**config.mk**
```make
export PLATFORM = sky130hd
export DESIGN_NAME = pulse_noise_voice_adsr_unit
export DESIGN_NICKNAME = d
export VERILOG_FILES = /design/src/hw/rtl/pnv_pkg.sv /design/src/hw/rtl/pnv_smul.sv /design/src/hw/rtl/pulse_noise_voice_adsr_unit.sv
export SDC_FILE = /design/constraint.sdc
export NUM_CORES = 1
export LEC_CHECK = 0
export BUFFER_PORTS_ARGS = -buffer_cell sky130_fd_sc_hd__buf_4
export CAP_MARGIN = 20
export CORE_MARGIN = 10
export CORE_UTILIZATION = 35
export DETAILED_ROUTE_END_ITERATION = 7
export SLEW_MARGIN = 5
export SYNTH_ARGS = -nofsm -noshare
export SYNTH_HDL_FRONTEND = slang
export SYNTH_SLANG_ARGS = --single-unit
```
**constraint.sdc**
```tcl
create_clock -name clk -period 9.5 [get_ports clk]
set_input_delay 0.475 -clock clk [delete_from_list [all_inputs] [get_ports clk]]
set_output_delay 0.475 -clock clk [all_outputs]
set_load 0.05 [all_outputs]
```
**src/hw/rtl/pnv_pkg.sv**
```systemverilog
// pnv_pkg: shared constants, register indexes and multiplier port types
// for the pulse/noise voice with adsr envelope; no dependencies

package pnv_pkg;

  // serial multiplier geometry: radix-4, two multiplier bits per step
  localparam int unsigned MUL_AW    = 25;               // parallel operand
  localparam int unsigned MUL_BW    = 26;               // serial operand
  localparam int unsigned MUL_PW    = MUL_AW + MUL_BW;  // full product
  localparam int unsigned MUL_STEPS = MUL_BW / 2;
  localparam int unsigned MUL_CW    = $clog2(MUL_STEPS);

  // fixed-point unity in q1.24, envelope full scale
  localparam logic [24:0] ONE_Q24 = 25'h1000000;

  // build-time voice select: 0 pulse voice, 1 lfsr noise voice
  localparam bit NOISE_VOICE = 1'b0;

  // configuration register indexes
  localparam logic [2:0] REG_ATTACK_LEN    = 3'd0;
  localparam logic [2:0] REG_ATTACK_RATE   = 3'd1;
  localparam logic [2:0] REG_DECAY_LEN     = 3'd2;
  localparam logic [2:0] REG_DECAY_RATE    = 3'd3;
  localparam logic [2:0] REG_SUSTAIN_LEVEL = 3'd4;
  localparam logic [2:0] REG_RELEASE_RATE  = 3'd5;
  localparam logic [2:0] REG_PULSE_DUTY    = 3'd6;
  localparam logic [2:0] REG_OUTPUT_GAIN   = 3'd7;

  // configuration reset values
  localparam logic [19:0] RST_ATTACK_LEN    = 20'd192;
  localparam logic [24:0] RST_ATTACK_RATE   = 25'd87381;
  localparam logic [19:0] RST_DECAY_LEN     = 20'd4800;
  localparam logic [24:0] RST_DECAY_RATE    = 25'd3495;
  localparam logic [15:0] RST_SUSTAIN_LEVEL = 16'd18022;
  localparam logic [24:0] RST_RELEASE_RATE  = 25'd5825;
  localparam logic [16:0] RST_PULSE_DUTY    = 17'd32768;
  localparam logic [16:0] RST_OUTPUT_GAIN   = 17'd14418;

  // multiplier request and response
  typedef struct packed {
    logic              start;
    logic [MUL_AW-1:0] a;
    logic [MUL_BW-1:0] b;
  } mul_req_t;

  typedef struct packed {
    logic              done;
    logic [MUL_PW-1:0] prod;
  } mul_rsp_t;

endpackage

```
**src/hw/rtl/pnv_smul.sv**
```systemverilog
// pnv_smul: digit-serial unsigned multiplier, two multiplier bits per cycle
// depends on pnv_pkg for operand widths and request/response types

module pnv_smul
  import pnv_pkg::*;
(
  input  logic     clk,
  input  logic     rst_n,
  input  mul_req_t req,
  output mul_rsp_t rsp
);

  logic [MUL_AW-1:0] a_r;
  logic [MUL_BW-1:0] b_r;
  logic [MUL_AW-1:0] hi_r;
  logic [MUL_BW-1:0] lo_r;
  logic [MUL_CW-1:0] cnt_r;
  logic              busy_r;
  logic              done_r;
  logic [MUL_AW+1:0] sum;
  logic              last;

  // one radix-4 digit: add a times the two low multiplier bits
  always_comb begin
    sum = {2'b00, hi_r}
        + (b_r[0] ? {2'b00, a_r} : '0)
        + (b_r[1] ? {1'b0, a_r, 1'b0} : '0);
  end

  assign last = (cnt_r == MUL_CW'(MUL_STEPS - 1));

  // control
  always_ff @(posedge clk) begin
    if (!rst_n) begin
      busy_r <= 1'b0;
      done_r <= 1'b0;
      cnt_r  <= '0;
    end else begin
      done_r <= busy_r && last;
      if (req.start) begin
        busy_r <= 1'b1;
        cnt_r  <= '0;
      end else if (busy_r) begin
        cnt_r <= cnt_r + 1'b1;
        if (last) begin
          busy_r <= 1'b0;
        end
      end
    end
  end

  // datapath: accumulator and product low half shift right by one digit
  always_ff @(posedge clk) begin
    if (req.start) begin
      a_r  <= req.a;
      b_r  <= req.b;
      hi_r <= '0;
      lo_r <= '0;
    end else if (busy_r) begin
      b_r  <= {2'b00, b_r[MUL_BW-1:2]};
      hi_r <= sum[MUL_AW+1:2];
      lo_r <= {sum[1:0], lo_r[MUL_BW-1:2]};
    end
  end

  assign rsp.done = done_r;
  assign rsp.prod = {hi_r, lo_r};

endmodule

```
**src/hw/rtl/pulse_noise_voice_adsr_unit.sv**
```systemverilog
// pulse_noise_voice_adsr_unit: one voice, pulse or lfsr noise wave shaped by
// a linear adsr envelope and gain; uses pnv_pkg and pnv_smul
// a note-on transfer gives no result
// a tick runs zero to five multiplies before its result is loaded at out
// multiplies go through the one radix-4 serial multiplier, 13 digit steps each
// one item in flight; the next input
// is taken while a result waits at out
// synchronous active-low reset: config to defaults, age/phase/step/gate 0, lfsr 1

module pulse_noise_voice_adsr_unit
  import pnv_pkg::*;
(
  input  logic               clk,
  input  logic               rst_n,
  input  logic               in_valid,
  output logic               in_ready,
  input  logic               in_action,
  input  logic [23:0]        in_phase_step,
  input  logic [19:0]        in_gate_len,
  output logic               out_valid,
  input  logic               out_ready,
  output logic signed [15:0] out_sample_out,
  input  logic               cfg_we,
  input  logic [2:0]         cfg_index,
  input  logic [24:0]        cfg_wdata
);

  // sequencer states
  localparam logic [2:0] S_IDLE = 3'd0;
  localparam logic [2:0] S_PREP = 3'd1;
  localparam logic [2:0] S_MUL  = 3'd2;
  localparam logic [2:0] S_RCHK = 3'd3;
  localparam logic [2:0] S_GCHK = 3'd4;
  localparam logic [2:0] S_OUT  = 3'd5;

  // multiply in progress
  localparam logic [2:0] OP_ATK   = 3'd0;
  localparam logic [2:0] OP_DEC_T = 3'd1;
  localparam logic [2:0] OP_DEC_E = 3'd2;
  localparam logic [2:0] OP_REL_R = 3'd3;
  localparam logic [2:0] OP_REL_E = 3'd4;
  localparam logic [2:0] OP_GAIN  = 3'd5;

  localparam logic [20:0] AGE_MAX = 21'h1FFFFF;

  // configuration registers
  logic [19:0] attack_len_r;
  logic [24:0] attack_rate_r;
  logic [19:0] decay_len_r;
  logic [24:0] decay_rate_r;
  logic [15:0] sustain_level_r;
  logic [24:0] release_rate_r;
  logic [16:0] pulse_duty_r;
  logic [16:0] output_gain_r;

  // voice state
  logic [2:0]  state_r, state_nxt;
  logic [2:0]  op_r, op_nxt;
  logic [20:0] note_age_r, note_age_nxt;
  logic [23:0] osc_phase_r, osc_phase_nxt;
  logic [15:0] lfsr_r, lfsr_nxt;
  logic [23:0] held_step_r, held_step_nxt;
  logic [19:0] held_gate_r, held_gate_nxt;
  logic        rel_r, rel_nxt;
  logic        high_r, high_nxt;
  logic [24:0] env_r, env_nxt;
  logic [15:0] res_r, res_nxt;
  logic        mul_start_r, mul_start_nxt;
  logic [24:0] mul_a_r, mul_a_nxt;
  logic [25:0] mul_b_r, mul_b_nxt;
  logic        out_valid_r;
  logic [15:0] out_sample_r;

  mul_req_t    mreq;
  mul_rsp_t    mrsp;

  // derived values
  logic        in_fire;
  logic        out_load;
  logic [20:0] decay_end;
  logic [15:0] sus_sat;
  logic [24:0] sus_q24;
  logic [16:0] gain_sat;
  logic [16:0] duty_sat;
  logic [24:0] p_hi;
  logic [25:0] p_lo;
  logic [24:0] p_sat;
  logic [24:0] p_shr24;
  logic        r_full;
  logic [24:0] one_minus_r;
  logic [15:0] mag;
  logic [24:0] phase_sum;
  logic [15:0] lfsr_step;
  logic        lfsr_fb;

  assign in_ready = rst_n && (state_r == S_IDLE);
  assign in_fire  = in_valid && in_ready;
  assign out_load = (state_r == S_OUT) && (!out_valid_r || out_ready);

  // register saturation and sustain in q1.24
  assign sus_sat   = (sustain_level_r > 16'd32768) ? 16'd32768 : sustain_level_r;
  assign sus_q24   = {sus_sat, 9'b0};
  assign gain_sat  = (output_gain_r > 17'h10000) ? 17'h10000 : output_gain_r;
  assign duty_sat  = (pulse_duty_r > 17'h10000) ? 17'h10000 : pulse_duty_r;
  assign decay_end = {1'b0, attack_len_r} + {1'b0, decay_len_r};

  // product views
  assign p_hi        = mrsp.prod[MUL_PW-1:MUL_BW];
  assign p_lo        = mrsp.prod[MUL_BW-1:0];
  assign p_sat       = ((p_hi != '0) || (p_lo > {1'b0, ONE_Q24})) ? ONE_Q24 : p_lo[24:0];
  assign p_shr24     = {p_hi[22:0], p_lo[25:24]};
  assign r_full      = (p_hi != '0) || (p_lo[25:24] != 2'b00);
  assign one_minus_r = ONE_Q24 - {1'b0, p_lo[23:0]};
  assign mag         = {p_hi[14:0], p_lo[25]};

  // oscillator advance and lfsr shift
  assign phase_sum = {1'b0, osc_phase_r} + {1'b0, held_step_r};
  assign lfsr_fb   = lfsr_r[0] ^ lfsr_r[2] ^ lfsr_r[3] ^ lfsr_r[5];
  assign lfsr_step = {lfsr_fb, lfsr_r[15:1]};

  // sequencer
  always_comb begin
    state_nxt     = state_r;
    op_nxt        = op_r;
    note_age_nxt  = note_age_r;
    osc_phase_nxt = osc_phase_r;
    lfsr_nxt      = lfsr_r;
    held_step_nxt = held_step_r;
    held_gate_nxt = held_gate_r;
    rel_nxt       = rel_r;
    high_nxt      = high_r;
    env_nxt       = env_r;
    res_nxt       = res_r;
    mul_start_nxt = 1'b0;
    mul_a_nxt     = mul_a_r;
    mul_b_nxt     = mul_b_r;

    unique case (state_r)
      S_IDLE: begin
        if (in_fire) begin
          if (in_action) begin
            held_step_nxt = in_phase_step;
            held_gate_nxt = in_gate_len;
            note_age_nxt  = '0;
            osc_phase_nxt = '0;
          end else begin
            if (note_age_r < AGE_MAX) begin
              note_age_nxt = note_age_r + 1'b1;
            end
            state_nxt = S_PREP;
          end
        end
      end

      // pick the envelope segment and note whether release applies
      S_PREP: begin
        rel_nxt = note_age_r > {1'b0, held_gate_r};
        if (note_age_r < {1'b0, attack_len_r}) begin
          mul_start_nxt = 1'b1;
          mul_a_nxt     = attack_rate_r;
          mul_b_nxt     = {5'b0, note_age_r};
          op_nxt        = OP_ATK;
          state_nxt     = S_MUL;
        end else if (note_age_r < decay_end) begin
          mul_start_nxt = 1'b1;
          mul_a_nxt     = decay_rate_r;
          mul_b_nxt     = {5'b0, note_age_r - {1'b0, attack_len_r}};
          op_nxt        = OP_DEC_T;
          state_nxt     = S_MUL;
        end else begin
          env_nxt   = sus_q24;
          state_nxt = S_RCHK;
        end
      end

      // wait for the product, then use it by operation
      S_MUL: begin
        if (mrsp.done) begin
          unique case (op_r)
            OP_ATK: begin
              env_nxt   = p_sat;
              state_nxt = S_RCHK;
            end
            OP_DEC_T: begin
              mul_start_nxt = 1'b1;
              mul_a_nxt     = ONE_Q24 - sus_q24;
              mul_b_nxt     = {1'b0, p_sat};
              op_nxt        = OP_DEC_E;
            end
            OP_DEC_E: begin
              env_nxt   = ONE_Q24 - p_shr24;
              state_nxt = S_RCHK;
            end
            OP_REL_R: begin
              if (r_full) begin
                env_nxt   = '0;
                state_nxt = S_GCHK;
              end else begin
                mul_start_nxt = 1'b1;
                mul_a_nxt     = env_r;
                mul_b_nxt     = {1'b0, one_minus_r};
                op_nxt        = OP_REL_E;
              end
            end
            OP_REL_E: begin
              env_nxt   = p_shr24;
              state_nxt = S_GCHK;
            end
            OP_GAIN: begin
              if (high_r) begin
                res_nxt = (mag > 16'h7FFF) ? 16'h7FFF : mag;
              end else begin
                res_nxt = 16'h0000 - mag;
              end
              state_nxt = S_OUT;
            end
            default: begin
              state_nxt = S_IDLE;
            end
          endcase
        end
      end

      // release ramp past the gate
      S_RCHK: begin
        if (rel_r) begin
          mul_start_nxt = 1'b1;
          mul_a_nxt     = release_rate_r;
          mul_b_nxt     = {5'b0, note_age_r - {1'b0, held_gate_r}};
          op_nxt        = OP_REL_R;
          state_nxt     = S_MUL;
        end else begin
          state_nxt = S_GCHK;
        end
      end

      // silent voice holds phase; otherwise advance and scale by gain
      S_GCHK: begin
        if (env_r == '0) begin
          res_nxt   = '0;
          state_nxt = S_OUT;
        end else begin
          osc_phase_nxt = phase_sum[23:0];
          if (NOISE_VOICE) begin
            if (phase_sum[24]) begin
              lfsr_nxt = lfsr_step;
              high_nxt = lfsr_step[0];
            end else begin
              high_nxt = lfsr_r[0];
            end
          end else begin
            high_nxt = {1'b0, phase_sum[23:0]} < {duty_sat, 8'b0};
          end
          mul_start_nxt = 1'b1;
          mul_a_nxt     = env_r;
          mul_b_nxt     = {9'b0, gain_sat};
          op_nxt        = OP_GAIN;
          state_nxt     = S_MUL;
        end
      end

      S_OUT: begin
        if (out_load) begin
          state_nxt = S_IDLE;
        end
      end

      default: begin
        state_nxt = S_IDLE;
      end
    endcase
  end

  // control state
  always_ff @(posedge clk) begin
    if (!rst_n) begin
      state_r     <= S_IDLE;
      op_r        <= OP_ATK;
      note_age_r  <= '0;
      osc_phase_r <= '0;
      lfsr_r      <= 16'h0001;
      held_step_r <= '0;
      held_gate_r <= '0;
      mul_start_r <= 1'b0;
    end else begin
      state_r     <= state_nxt;
      op_r        <= op_nxt;
      note_age_r  <= note_age_nxt;
      osc_phase_r <= osc_phase_nxt;
      lfsr_r      <= lfsr_nxt;
      held_step_r <= held_step_nxt;
      held_gate_r <= held_gate_nxt;
      mul_start_r <= mul_start_nxt;
    end
  end

  // working values
  always_ff @(posedge clk) begin
    rel_r   <= rel_nxt;
    high_r  <= high_nxt;
    env_r   <= env_nxt;
    res_r   <= res_nxt;
    mul_a_r <= mul_a_nxt;
    mul_b_r <= mul_b_nxt;
  end

  // configuration writes
  always_ff @(posedge clk) begin
    if (!rst_n) begin
      attack_len_r    <= RST_ATTACK_LEN;
      attack_rate_r   <= RST_ATTACK_RATE;
      decay_len_r     <= RST_DECAY_LEN;
      decay_rate_r    <= RST_DECAY_RATE;
      sustain_level_r <= RST_SUSTAIN_LEVEL;
      release_rate_r  <= RST_RELEASE_RATE;
      pulse_duty_r    <= RST_PULSE_DUTY;
      output_gain_r   <= RST_OUTPUT_GAIN;
    end else if (cfg_we) begin
      unique case (cfg_index)
        REG_ATTACK_LEN:    attack_len_r    <= cfg_wdata[19:0];
        REG_ATTACK_RATE:   attack_rate_r   <= cfg_wdata;
        REG_DECAY_LEN:     decay_len_r     <= cfg_wdata[19:0];
        REG_DECAY_RATE:    decay_rate_r    <= cfg_wdata;
        REG_SUSTAIN_LEVEL: sustain_level_r <= cfg_wdata[15:0];
        REG_RELEASE_RATE:  release_rate_r  <= cfg_wdata;
        REG_PULSE_DUTY:    pulse_duty_r    <= cfg_wdata[16:0];
        REG_OUTPUT_GAIN:   output_gain_r   <= cfg_wdata[16:0];
        default: ;
      endcase
    end
  end

  // output register
  always_ff @(posedge clk) begin
    if (!rst_n) begin
      out_valid_r <= 1'b0;
    end else if (out_load) begin
      out_valid_r <= 1'b1;
    end else if (out_ready) begin
      out_valid_r <= 1'b0;
    end
  end

  always_ff @(posedge clk) begin
    if (out_load) begin
      out_sample_r <= res_r;
    end
  end

  assign out_valid      = out_valid_r;
  assign out_sample_out = out_sample_r;

  // shared serial multiplier
  assign mreq.start = mul_start_r;
  assign mreq.a     = mul_a_r;
  assign mreq.b     = mul_b_r;

  pnv_smul u_smul (
    .clk   (clk),
    .rst_n (rst_n),
    .req   (mreq),
    .rsp   (mrsp)
  );

endmodule

```
==> metrics.md <==
| Metric | Value |
|---|---|
| Status | finished clean |
| Number of synthesized flops with an enable pin | 159 |
| Cells after Synth | 3268 |
| Clock buffer count from CTS | 54 |
| Ys async rst share | 0 |
| Most used routing layer | met2 |
| Power Density | 211 mW/mm2 |
| Register clock-pin slew on the reported worst setup and hold paths | 0.06 ns |
| Initial Utilization | 0.353 |
| Yosys top cell by area | dfxtp_1 |
| Max transition margin | 0.278 |
| CTS HTree Levels | 2 |
| Minimum clock period | 5.25 ns |
| Top-area cell type share of the netlist area | 0.228 |
| Count leader, synth | nand2_1 |
| Setup bufs post-CTS | 0 |
| Largest cells by area after synthesis | dfxtp_1, edfxtp_1, nand2_1 |
| Worst-path fanout max | 27 |
| Mapped Nets | 3528 |
| Die area | 0.0916 mm2 |
| GRT Residual Overflow | 0 |
| Drt via density | 5.39 |
| Clock Latency Late Sink | 0.63 ns |
| Prevailing post-synth register cell | dfxtp_1 |
| Yosys Warn Count | 0 |
| Fillers | 8109 |
| Final worst slack | 4.25 ns |
| Number of global-route vias before repair | 21900 |
| FP Rows | 103 |
| TritonCTS Sinks | 478 |
| VDD IR max | 135 uV |
| Antenna Nets Post-Route | 0 |
| Period utilization | 0.552 |
| Clk root buf | clkbuf_16 |
| Total GRT Usage | 0.178 |
| Initial antenna violation count | 0 |
| Input/output buffers | 95 |
| Die height | 303 um |
| Setup tns final | 0 ns |
| Syn-to-layout area delta | 12.1% |
| First-pass GRT wire length | 130000 um |
| Fmax | 191 MHz |
| IO Pins | 96 |
| Crit end category | register |
| Core Region | 0.0791 mm2 |
| Unique masters post-synth | 86 |
| CTS max path bufs | 3 |
| Final HPWL DP | 60600 um |
| Synthesized area | 0.0280 mm2 |
| GR Layer Usage met1 | 0.248 |
| Pre-antenna DRT Iters | 6 |
| Pleak | 0.0122 uW |
| Hold-fix buffers, CTS | 0 |
| GRT met2 Usage | 0.281 |
| M3 GR Usage | 0.0232 |
| Post-cts sizing count | 0 |
| ANT cells | 0 |
| Sequential-to-total area share from yosys stat | 0.399 |
| Final Max Slew Viols | 0 |
| Layout cells sized above 1 | 0.0866 |
| Synth top cells by count | nand2_1, dfxtp_1, nor2_1, a21oi_1, a21boi_0 |
| Final Non-Filler Cells | 4364 |
| Worst EP arrival | 5.53 ns |
| Place WS | 4.07 ns |
| FF+latch count, synth | 478 |
| Critical Path RT | 9.79 ns |
| Worst hold path type | in -> reg |
| Worst Tran Pin Value | 1.08 ns |
| # setup viols final | 0 |
| Critical setup path kind | reg -> reg |
| Layout Nets | 3530 |
| Kind of start point of the critical path | register |
| Final wirelength | 83700 um |
| Mean Syn Cell Area | 8.56 um2 |
| Placed cell count | 4258 |
| Unrepaired setup endpoints after global routing | no |
| CTS tree | done |
| Largest net degree at the start of global routing | 92 |
| Initial drt markers | 1987 |
| Routed vias | 23500 |
| Finished Core Util | 0.396 |
| Worst Skew | 0.0495 ns |
| Residual DRC | 0 |
| Max Cap Violations | 0 |
| RePlAce Congestion | 0.926 |
| Final hold vios | 0 |
| DR WL/cell | 19.2 um |
| Die Wd | 303 um |
==> cells by family (layout without fill, tap and decap cells) <==
group | Yosys count | after routing | synth area share
simple gates | 1235 | 1235 | 0.198
compound gates | 823 | 823 | 0.195
flops | 478 | 478 | 0.399
buf+inv | 342 | 388 | 0.0492
fa+ha+maj | 182 | 182 | 0.0892
xor+xnor | 128 | 128 | 0.0401
mux | 80 | 80 | 0.0297
==> report_power, final <==
part	total, uW	switching (uW)	leakage, uW	internal [uW]
combinational	1920	1210	0.00727	712
clock	2100	899	0.000854	1200
sequential	2580	225	0.00403	2360
total	6610	2330	0.0122	4270
==> final timing paths <==
kind | startpoint | end | slack [ns] | cells past startpoint
worst min register to register | res_r[5] | out_sample_out[5] | 0.42 | 0
worst max-delay path | attack_len_r[0] | mul_b_r[10] | 4.25 | 22
worst min-delay path | in_gate_len[3] | held_gate_r[3] | 0.1 | 3
worst max register to register | attack_len_r[0] | mul_b_r[10] | 4.25 | 22
==> registers in the layout, summed over array words and instances, names as in the netlist, 4 cells and up <==
signal           count
release_rate_r      25
env_r               25
attack_rate_r       25
osc_phase_r         24
held_gate_r         20
res_r               16
out_sample_out      16
decay_len_r         20
decay_rate_r        25
output_gain_r       17
note_age_r          21
u_smul.lo_r         26
pulse_duty_r        17
u_smul.hi_r         25
u_smul.cnt_r         4
u_smul.a_r          25
u_smul.b_r          25
attack_len_r        20
mul_b_r             25
mul_a_r             25
held_step_r         24
sustain_level_r     16
==> per-layer routing <==
| layer | share of wire | wire (um) |
|---|---|---|
| met3 | 0.059 | 4940 |
| met1 | 0.46 | 38800 |
| met5 | 0 | 0 |
| met4 | 0.031 | 2570 |
| met2 | 0.45 | 37400 |
==> critical path, stage by stage (launching register included) <==
cell	delay, ns
dfxtp_1	0.36
ha_1	0.18
inv_1	0.05
fa_1	0.40
nor2b_1	0.12
o21ai_0	0.10
a21boi_0	0.18
o21ai_0	0.13
nand2b_1	0.13
a21oi_1	0.07
nor2b_1	0.17
o21ai_0	0.14
a211oi_1	0.28
ha_1	0.30
a21o_1	0.16
a211oi_1	0.29
nor4b_1	0.28
o31a_1	0.20
a211oi_1	0.05
a21oi_1	0.38
o21ai_2	0.17
inv_2	0.49
buf_16	0.25
==> area by class of cell <==
cell class                 count  area [um2]  area share
multi-input combinational   2448       15500       0.493
clock buffer                  74        1520      0.0484
sequential                   478       11200       0.356
timing repair buffer         130        1030      0.0328
inverter                     158         593      0.0189
clock inverter                26         264     0.00842
tap                         1050        1310      0.0419
==> through the flow <==
step           instance area [um2]  power [uW]  hold slack, ns
2_1_floorplan                28000        3930           0.400
3_3_place_gp                 29500        4500           0.402
3_5_place_dp                 29500        4510           0.405
4_1_cts                      31300        6630          0.0580
5_1_grt                      31300        6970          0.0909
6_report                     31300        6610          0.0982
==> cell usage in the layout, fill, tap and decap left out, drive strengths merged, types with 15 or more instances in the layout <==
cell | synthesis | routed
nor4 | 30 | 30
nand2b | 34 | 34
xor2 | 54 | 54
nand2 | 644 | 644
and3 | 20 | 20
a221oi | 25 | 25
or3 | 20 | 20
a31oi | 34 | 34
nand4 | 32 | 32
and2 | 15 | 15
buf | 35 | 129
mux2 | 24 | 24
clkbuf | 149 | 75
nand3 | 112 | 112
nor3 | 57 | 57
edfxtp | 159 | 159
a21boi | 181 | 181
nor2 | 200 | 200
inv | 158 | 160
fa | 29 | 29
nor2b | 30 | 30
dfxtp | 319 | 319
a211oi | 30 | 30
o21ai | 159 | 159
o211ai | 18 | 18
a21o | 54 | 54
a21oi | 186 | 186
ha | 153 | 153
mux2i | 56 | 56
o21a | 20 | 20
xnor2 | 74 | 74
(Power assumes the default switching activity.)
